**src/rtl/icsb_pkg.sv**
```systemverilog
// Shared types and constants for the interpolating circular sample buffer.
package icsb_pkg;

    localparam int MAX_DEPTH_DEF = 65536;
    localparam int FRAC_BITS_DEF = 16;

    localparam int CFG_LEN_W = 17;
    localparam logic [CFG_LEN_W-1:0] BUFFER_LENGTH_RESET = 17'h10000;
    localparam logic REG_BUFFER_LENGTH = 1'b0;

    localparam logic KIND_WRITE = 1'b0;
    localparam logic KIND_READ  = 1'b1;

    typedef enum logic [2:0] {
        ST_IDLE,
        ST_DIV,
        ST_RDA,
        ST_RDB,
        ST_MULT,
        ST_ADD,
        ST_FIN
    } state_t;

endpackage

```
**src/rtl/icsb_mod.sv**
```systemverilog
// Bit-serial remainder unit: dividend modulo divisor, one bit per cycle.
module icsb_mod #(
    parameter int IW = 16,
    parameter int LW = 17
) (
    input  logic          aclk,
    input  logic          aresetn,
    input  logic          start,
    input  logic [IW-1:0] dividend,
    input  logic [LW-1:0] divisor,
    output logic          done,
    output logic [LW-1:0] remainder
);
    import icsb_pkg::*;

    localparam int CNT_W = $clog2(IW);

    logic             run_reg;
    logic             done_reg;
    logic [CNT_W-1:0] cnt_reg;
    logic [IW-1:0]    quo_reg;
    logic [LW-1:0]    rem_reg;
    logic [LW:0]      trial;
    logic [LW:0]      rem_next;

    always_comb begin
        trial = {rem_reg, quo_reg[IW-1]};
        if (trial >= {1'b0, divisor}) begin
            rem_next = trial - {1'b0, divisor};
        end else begin
            rem_next = trial;
        end
    end

    always_ff @(posedge aclk) begin
        if (!aresetn) begin
            run_reg  <= 1'b0;
            done_reg <= 1'b0;
            cnt_reg  <= '0;
        end else begin
            done_reg <= 1'b0;
            if (start) begin
                run_reg <= 1'b1;
                cnt_reg <= CNT_W'(IW - 1);
            end else if (run_reg) begin
                cnt_reg <= cnt_reg - 1'b1;
                if (cnt_reg == '0) begin
                    run_reg  <= 1'b0;
                    done_reg <= 1'b1;
                end
            end
        end
    end

    always_ff @(posedge aclk) begin
        if (start) begin
            quo_reg <= dividend;
            rem_reg <= '0;
        end else if (run_reg) begin
            quo_reg <= {quo_reg[IW-2:0], 1'b0};
            rem_reg <= rem_next[LW-1:0];
        end
    end

    assign done      = done_reg;
    assign remainder = rem_reg;

endmodule

```
**config.mk**
```make
export PLATFORM = sky130hd
export DESIGN_NAME = icsb_mod
export DESIGN_NICKNAME = d
export VERILOG_FILES = /design/src/rtl/icsb_pkg.sv /design/src/rtl/icsb_mod.sv
export SDC_FILE = /design/constraint.sdc
export NUM_CORES = 1
export LEC_CHECK = 0
export BUFFER_PORTS_ARGS = -buffer_cell sky130_fd_sc_hd__buf_2
export CORE_MARGIN = 2
export CORE_UTILIZATION = 60
export CTS_CLUSTER_SIZE = 14
export DETAILED_ROUTE_END_ITERATION = 10
export GPL_ROUTABILITY_DRIVEN = 0
export PLACE_DENSITY_LB_ADDON = 0.3
export SLEW_MARGIN = 5
export SYNTH_ARGS = -nofsm -noshare
export SYNTH_HDL_FRONTEND = slang
export SYNTH_SLANG_ARGS = --single-unit
```
**constraint.sdc**
```tcl
create_clock -name aclk -period 7.49 [get_ports aclk]
set_input_delay 1.1235 -clock aclk [delete_from_list [all_inputs] [get_ports aclk]]
set_output_delay 1.1235 -clock aclk [all_outputs]
set_load 0.01 [all_outputs]
```
==> reports/qor_table.md, run 1 <==
| Metric | Reported |
|:---|:---|
| Mapped cell area | 2730 um2 |
| Number of distinct standard cells referenced by the synthesized netlist | 57 |
| Worst vdd rail ir drop | 0.000108 V |
| Number of synthesized flops with an enable pin | 16 |
| Vias per std cell | 5.92 |
| Port Buf Inserts | 53 |
| Die Outline Area | 5100 um2 |
| Actual slew at the worst max-slew pin | 0.979 ns |
| Cells taking the most area after synthesis | sky130_fd_sc_hd__edfxtp_1 (18%), sky130_fd_sc_hd__dfxtp_1 (17%), sky130_fd_sc_hd__ha_1 (8.3%), sky130_fd_sc_hd__mux2_2 (6.2%), sky130_fd_sc_hd__nand2_1 (4.7%) |
| Result of the run | completed |
| Max-slew violation total from the final report | 0 |
| Setup TNS | 0 ns |
| Final worst setup slack | 3.85 ns |
| Critical path origin | divisor[0] |
| Worst Path Max Fanout | 21 |
| CP Capture Type | flop |
| Critical path cell sequence | buf_2 -> ha_1 -> inv_1 -> fa_1 -> a21o_1 -> a221oi_4 -> o22ai_2 -> a21oi_2 -> nand2_1 -> a311oi_1 |
| Filler cell count in the final layout | 356 |
| Post-CTS clock slew at the launch and capture registers of the worst setup and hold paths | 0.08 ns |
| Global route total overflow | 0 |
| Number of cell instances on the worst register-to-register path | 10 |
| Worst path required time | 7.70 ns |
| Layout cell share with drive strength beyond 1 | 0.271 |
| Flip-flop count of the largest register after layout | 17 |
| Resized cells post-CTS | 0 |
| Latest clock arrival within the worst-skew pair | 0.30 ns |
| Longest Clk Path Bufs | 2 |
| Routed wire length | 5.81 mm |
| Logic depth of the worst path, buffers included | 10 |
| Total DRC errors in the routed layout | 0 |
| Crit start category | primary input |
| Setup repair bufs after CTS | 0 |
| Worst slew slack as a fraction of its limit | 0.347 |
| WL per Instance | 14.9 um |
| Overall track demand over capacity in global routing | 0.243 |
| Critical register-to-register path endpoint | remainder[3]$_SDFFE_PP0P_ |
| Largest delay contributor family on the critical path | compound AO/OA/AOI/OAI gates |
| Number of violations reported at the end of detailed-routing iteration 0 | 174 |
| Detailed-routing iteration count for the pre-antenna-repair pass | 4 |
| Final setup violating endpoints | 0 |
| # IOs | 54 |
| First-pass GRT wire length | 9.94 mm |
| RSZ-0062 raised after global routing | false |
| Synthesized area divided by synthesized cell count | 9.28 um2 |
| Number of levels in the clock H-tree | 2 |
| Die Y | 71.4 um |
| Syn Nets | 349 |
| Worst R2R Start | quo_reg[15]$_DFFE_PP_ |
| Classification of the worst setup path | primary input to flop |
| Share of the yosys chip area belonging to registers | 0.345 |
| Number of vias after detailed routing | 2315 |
| Half-perimeter wire length after detailed placement | 4.18 mm |
| Sink count of the clock tree | 39 |
| Slowest cell on the critical path | sky130_fd_sc_hd__a21oi_2 |
| Proportion of netlist area held by the largest area contributor | 0.176 |
| YS warnings | 0 |
| CP Capture Point | remainder[3]$_SDFFE_PP0P_ |
| Number of nets still failing antenna checks after routing | 0 |
| Arrival time worst endpoint | 3.85 ns |
| Final-report hold violation count | 0 |
| Final cycle utilization of the critical path | 0.487 |
| Largest area contributor in the netlist | sky130_fd_sc_hd__edfxtp_1 |
| Post-synthesis to final-layout area growth | 12.2% |
| Placeable core area | 4350 um2 |
| Effective utilization at floorplan | 0.626 |
| Leakage Power | 1.37 nW |
| Path class of the lowest-slack min-delay path | flop to flop |
| Highest Clock Rate | 274 MHz |
| Cell area after placement | 2970 um2 |
| Finished Cell Area | 3060 um2 |
| Final Skew | 0.00791 ns |
| Buffering stage count on the worst path with inverters included | 2 |
| Max-Cap Viols | 0 |
| Count leader, synth | sky130_fd_sc_hd__nand2_1 |
| Die Width | 71.4 um |
| CTS hold repair buffers | 0 |
| Leading cell types by count after synthesis | sky130_fd_sc_hd__nand2_1 (34), sky130_fd_sc_hd__nor2_1 (27), sky130_fd_sc_hd__dfxtp_1 (23), sky130_fd_sc_hd__inv_1 (21), sky130_fd_sc_hd__ha_1 (18) |
| Synthesized flop and latch total | 39 |
| Register-to-register setup slack | 4.28 ns |
| Delay of the slowest cell on the worst path | 0.77 ns |
| Core Rows | 24 |
| TritonCTS clock tree | done |
| Number of diodes added for antenna fixing | 0 |
| Root buffer cell | sky130_fd_sc_hd__clkbuf_8 |
| Fin nets | 393 |
| Maximum number of pins on one net before global-route repair | 44 |
| Shortest period the worst path allows | 3.64 ns |
| Most frequently used flop master after synthesis | sky130_fd_sc_hd__dfxtp_1 |
| Pre-CTS worst setup slack | 3.51 ns |
| Power per standard cell area | 194 nW/um2 |
| Number of standard cells after synthesis | 294 |
| Async set or reset register ratio after synthesis | 0 |
| Vias in the first global route | 2134 |
| Total CTS buffers | 5 |
| Initial antenna violation count | 0 |
metal layers:
metal  GRT usage  wire [um]  vias to the layer above
met4      0.0860         61                        0
met5           0          0                        -
met3      0.0549        349                        7
li1            -          -                     1156
met1       0.335       2710                     1073
met2       0.379       2690                       79
final cells by class:
| cell class | count | area, um2 | area share |
|---|---|---|---|
| clock buffer | 6 | 72.6 | 0.0237 |
| clock inverter | 2 | 12.5 | 0.00409 |
| inverter | 21 | 78.8 | 0.0258 |
| multi-input combinational | 217 | 1620 | 0.528 |
| sequential | 39 | 941 | 0.308 |
| tap | 52 | 65.1 | 0.0213 |
| timing repair buffer | 54 | 273 | 0.0892 |
cell usage in the layout (no fill, tap or decap), types with 4 or more instances in the layout:
cell type and count:
sky130_fd_sc_hd__a21o_1 8, sky130_fd_sc_hd__buf_2 53, sky130_fd_sc_hd__ha_1 18, sky130_fd_sc_hd__nor2_1 27, sky130_fd_sc_hd__nand2_1 34, sky130_fd_sc_hd__a311oi_2 4
sky130_fd_sc_hd__a21oi_1 11, sky130_fd_sc_hd__nand2b_1 6, sky130_fd_sc_hd__o21a_1 6, sky130_fd_sc_hd__o21ai_0 7, sky130_fd_sc_hd__clkbuf_8 5, sky130_fd_sc_hd__o211ai_1 4
sky130_fd_sc_hd__dfxtp_1 23, sky130_fd_sc_hd__edfxtp_1 16, sky130_fd_sc_hd__xnor2_1 9, sky130_fd_sc_hd__mux2_2 15, sky130_fd_sc_hd__xor2_1 4, sky130_fd_sc_hd__inv_1 21
sky130_fd_sc_hd__a311oi_1 10
kinds of logic after synthesis:
family          count (synthesis)  share of synthesized area
simple gates                   94                      0.171
mux                            16                     0.0656
flops                          39                      0.345
xor+xnor                       13                     0.0417
fa+ha+maj                      19                     0.0899
compound gates                 75                      0.225
buf+inv                        38                     0.0624
power by group:
group          total, W  switching [W]  leakage [nW]  internal, W
sequential     0.000260      0.0000158         0.352     0.000244
clock          0.000142      0.0000772        0.0412    0.0000651
combinational  0.000191       0.000108         0.981    0.0000827
total          0.000593       0.000201          1.37     0.000392
per-stage QoR:
stage,total power [W],cells,hold slack (ns),utilization
after detailed placement,0.000452,383,0.513,0.683
after floorplan,0.000410,294,0.522,-
after global routing,0.000627,391,0.551,0.703
after CTS,0.000594,391,0.526,0.703
final,0.000593,391,0.520,0.703
after global placement,0.000446,383,0.496,0.683
worst min-delay path by stage:
stage / startpoint / end / depth (start not counted)
after floorplan: remainder[2]$_SDFFE_PP0P_ / remainder[3]$_SDFFE_PP0P_ / 2
after global placement: remainder[9]$_SDFFE_PP0P_ / remainder[10]$_SDFFE_PP0P_ / 2
after detailed placement: remainder[9]$_SDFFE_PP0P_ / remainder[10]$_SDFFE_PP0P_ / 2
after CTS: remainder[9]$_SDFFE_PP0P_ / remainder[10]$_SDFFE_PP0P_ / 2
after global routing: remainder[5]$_SDFFE_PP0P_ / remainder[5]$_SDFFE_PP0P_ / 2
final: remainder[9]$_SDFFE_PP0P_ / remainder[10]$_SDFFE_PP0P_ / 2
worst reg2reg max path, cell delays in order, from the launching register on:
cell	delay, ns
sky130_fd_sc_hd__edfxtp_1	0.40
sky130_fd_sc_hd__inv_1	0.07
sky130_fd_sc_hd__ha_1	0.15
sky130_fd_sc_hd__inv_1	0.05
sky130_fd_sc_hd__fa_1	0.40
sky130_fd_sc_hd__a21o_1	0.25
sky130_fd_sc_hd__a221oi_4	0.40
sky130_fd_sc_hd__o22ai_2	0.17
sky130_fd_sc_hd__a21oi_2	0.77
sky130_fd_sc_hd__nand2_1	0.16
sky130_fd_sc_hd__a311oi_1	0.29
(Power assumes the default switching activity.)
==> inputs of run 2 (changes only) <==
--- a/config.mk
+++ b/config.mk
@@ -7,7 +7,7 @@
 export LEC_CHECK = 0
 export BUFFER_PORTS_ARGS = -buffer_cell sky130_fd_sc_hd__buf_2
 export CORE_MARGIN = 2
-export CORE_UTILIZATION = 60
+export CORE_UTILIZATION = 50
 export CTS_CLUSTER_SIZE = 14
 export DETAILED_ROUTE_END_ITERATION = 10
 export GPL_ROUTABILITY_DRIVEN = 0
==> constraint.sdc (replaced) <==
create_clock -name aclk -period 3.1 [get_ports aclk]
set_input_delay 0.465 -clock aclk [delete_from_list [all_inputs] [get_ports aclk]]
set_output_delay 0.465 -clock aclk [all_outputs]
set_load 0.01 [all_outputs]
==> reports/qor_table.md, run 2 (synthesis gave the netlist of run 1 again) <==
| Metric | Reported | vs previous |
|:---|:---|:---|
| Maximum number of pins on one net before global-route repair | 38 | -14% |
| Worst path required time | 3.29 ns | -4.41 ns |
| Effective utilization at floorplan | 0.527 | -0.0991 |
| Number of violations reported at the end of detailed-routing iteration 0 | 120 | -31% |
| Latest clock arrival within the worst-skew pair | 0.30 ns | about the same |
| Final cycle utilization of the critical path | 0.890 |  |
| Highest Clock Rate | 362 MHz |  |
| Max-Cap Viols | 0 | unchanged |
| Root buffer cell | sky130_fd_sc_hd__clkbuf_8 |  |
| Number of nets still failing antenna checks after routing | 0 | unchanged |
| Post-CTS clock slew at the launch and capture registers of the worst setup and hold paths | 0.08 ns | about the same |
| Crit start category | flop |  |
| Vias per std cell | 5.62 | -5.1% |
| Worst Path Max Fanout | 12 | -43% |
| Placeable core area | 5170 um2 | +19% |
| Resized cells post-CTS | 0 | unchanged |
| Setup TNS | 0 ns | unchanged |
| Half-perimeter wire length after detailed placement | 4.39 mm | +5.0% |
| Routed wire length | 6.02 mm | +3.5% |
| Port Buf Inserts | 53 | unchanged |
| Longest Clk Path Bufs | 2 | unchanged |
| Final setup violating endpoints | 0 | unchanged |
| TritonCTS clock tree | done |  |
| Final-report hold violation count | 0 | unchanged |
| First-pass GRT wire length | 10.2 mm | +2.4% |
| Number of vias after detailed routing | 2316 | +0.043% |
| Number of levels in the clock H-tree | 2 | unchanged |
| Actual slew at the worst max-slew pin | 0.482 ns | -0.497 ns |
| Die Outline Area | 6060 um2 | +19% |
| Most frequent standard cell in the layout excluding fill and tap cells | sky130_fd_sc_hd__buf_2 |  |
| Worst Hold Slack | 0.442 ns | -0.0777 ns |
| Core Rows | 26 | +8.3% |
| Path class of the lowest-slack min-delay path | primary input to flop |  |
| Fraction of the core area covered by cells at the end of the flow | 0.601 | -0.102 |
| Global route total overflow | 0 | unchanged |
| Most used cells in the layout excluding fill and tap cells | sky130_fd_sc_hd__buf_2 (53), sky130_fd_sc_hd__nand2_1 (34), sky130_fd_sc_hd__nor2_1 (27) |  |
| Result of the run | completed |  |
| Arrival time worst endpoint | 2.95 ns | -0.90 ns |
| Total DRC errors in the routed layout | 0 | unchanged |
| Shortest period the worst path allows | 2.76 ns |  |
| CTS hold repair buffers | 0 | unchanged |
| Total CTS buffers | 5 | unchanged |
| RSZ-0062 raised after global routing | false |  |
| Die Y | 77.9 um | +9.0% |
| # IOs | 54 | unchanged |
| Worst slew slack as a fraction of its limit | 0.679 | +0.331 |
| Die Width | 77.9 um | +9.0% |
| Post-synthesis to final-layout area growth | 13.9% |  |
| Max-slew violation total from the final report | 0 | unchanged |
| Leakage Power | 1.39 nW | +0.92% |
| Detailed-routing iteration count for the pre-antenna-repair pass | 4 | unchanged |
| Number of diodes added for antenna fixing | 0 | unchanged |
| Setup repair bufs after CTS | 0 | unchanged |
| Worst vdd rail ir drop | 0.000189 V | +76% |
| Overall track demand over capacity in global routing | 0.208 | -0.0351 |
| Initial antenna violation count | 0 | unchanged |
| WL per Instance | 14.6 um | -1.7% |
| Final Skew | 0.0110 ns | +0.00304 ns |
| Power per standard cell area | 468 nW/um2 | +140% |
| Flip-flop count of the largest register after layout | 17 | unchanged |
| Sink count of the clock tree | 39 | unchanged |
| Vias in the first global route | 2190 | +2.6% |
| CP Capture Type | flop |  |
| Classification of the worst setup path | flop to flop |  |
| Layout cell share with drive strength beyond 1 | 0.281 | +0.00932 |
| Fin nets | 396 | +0.76% |
## run 2: final timing paths
kind | startpoint | depth (start not counted) | end | slack (ns)
min | aresetn | 2 | cnt_reg[3]$_SDFFE_PN0P_ | 0.44
max reg2reg | quo_reg[15]$_DFFE_PP_ | 11 | remainder[5]$_SDFFE_PP0P_ | 0.34
max | quo_reg[15]$_DFFE_PP_ | 11 | remainder[5]$_SDFFE_PP0P_ | 0.34
min reg2reg | remainder[12]$_SDFFE_PP0P_ | 2 | remainder[13]$_SDFFE_PP0P_ | 0.52
## run 2: power by group
group	leakage, nW	internal (W)	switching (W)
sequential	0.352	0.000589	0.0000342
clock	0.0402	0.000157	0.000201
combinational	0.995	0.000206	0.000266
total	1.39	0.000952	0.000501
## run 2: metal layers
layer  vias to the layer above  share of wire  GRT usage
met5                         -              0          0
met1                      1082           0.48      0.295
met2                        68           0.45      0.320
met4                         0          0.012     0.0589
li1                       1159              -          -
met3                         7          0.058     0.0442
## run 2: layout make-up
| cell class | count | area (um2) |
|---|---|---|
| Clock buffer | 5 | 68.8 |
| Clock inverter | 3 | 20.0 |
| Fill cell | 491 | 2060 |
| Inverter | 21 | 78.8 |
| Multi-Input combinational cell | 217 | 1620 |
| Sequential cell | 39 | 941 |
| Tap cell | 70 | 87.6 |
| Timing Repair Buffer | 57 | 295 |
## run 2: stage by stage
stage,worst slack [ns],total power (W),area [um2],std cells
after CTS,0.336,0.00146,3110,412
after global routing,0.0676,0.00154,3110,412
after global placement,0.376,0.00109,3020,404
after detailed placement,0.297,0.00110,3020,404
final,0.341,0.00145,3110,412
after floorplan,0.578,0.000990,2730,294
## run 2: worst max-delay path, cell delays in order (launching register included)
cell and delay (ns):
sky130_fd_sc_hd__edfxtp_1 0.41, sky130_fd_sc_hd__inv_1 0.08, sky130_fd_sc_hd__ha_1 0.15, sky130_fd_sc_hd__inv_1 0.05
sky130_fd_sc_hd__fa_1 0.40, sky130_fd_sc_hd__a21o_1 0.24, sky130_fd_sc_hd__a221oi_4 0.40, sky130_fd_sc_hd__o22ai_2 0.18
sky130_fd_sc_hd__a21oi_2 0.18, sky130_fd_sc_hd__buf_4 0.21, sky130_fd_sc_hd__nand2_1 0.07, sky130_fd_sc_hd__a311oi_1 0.29
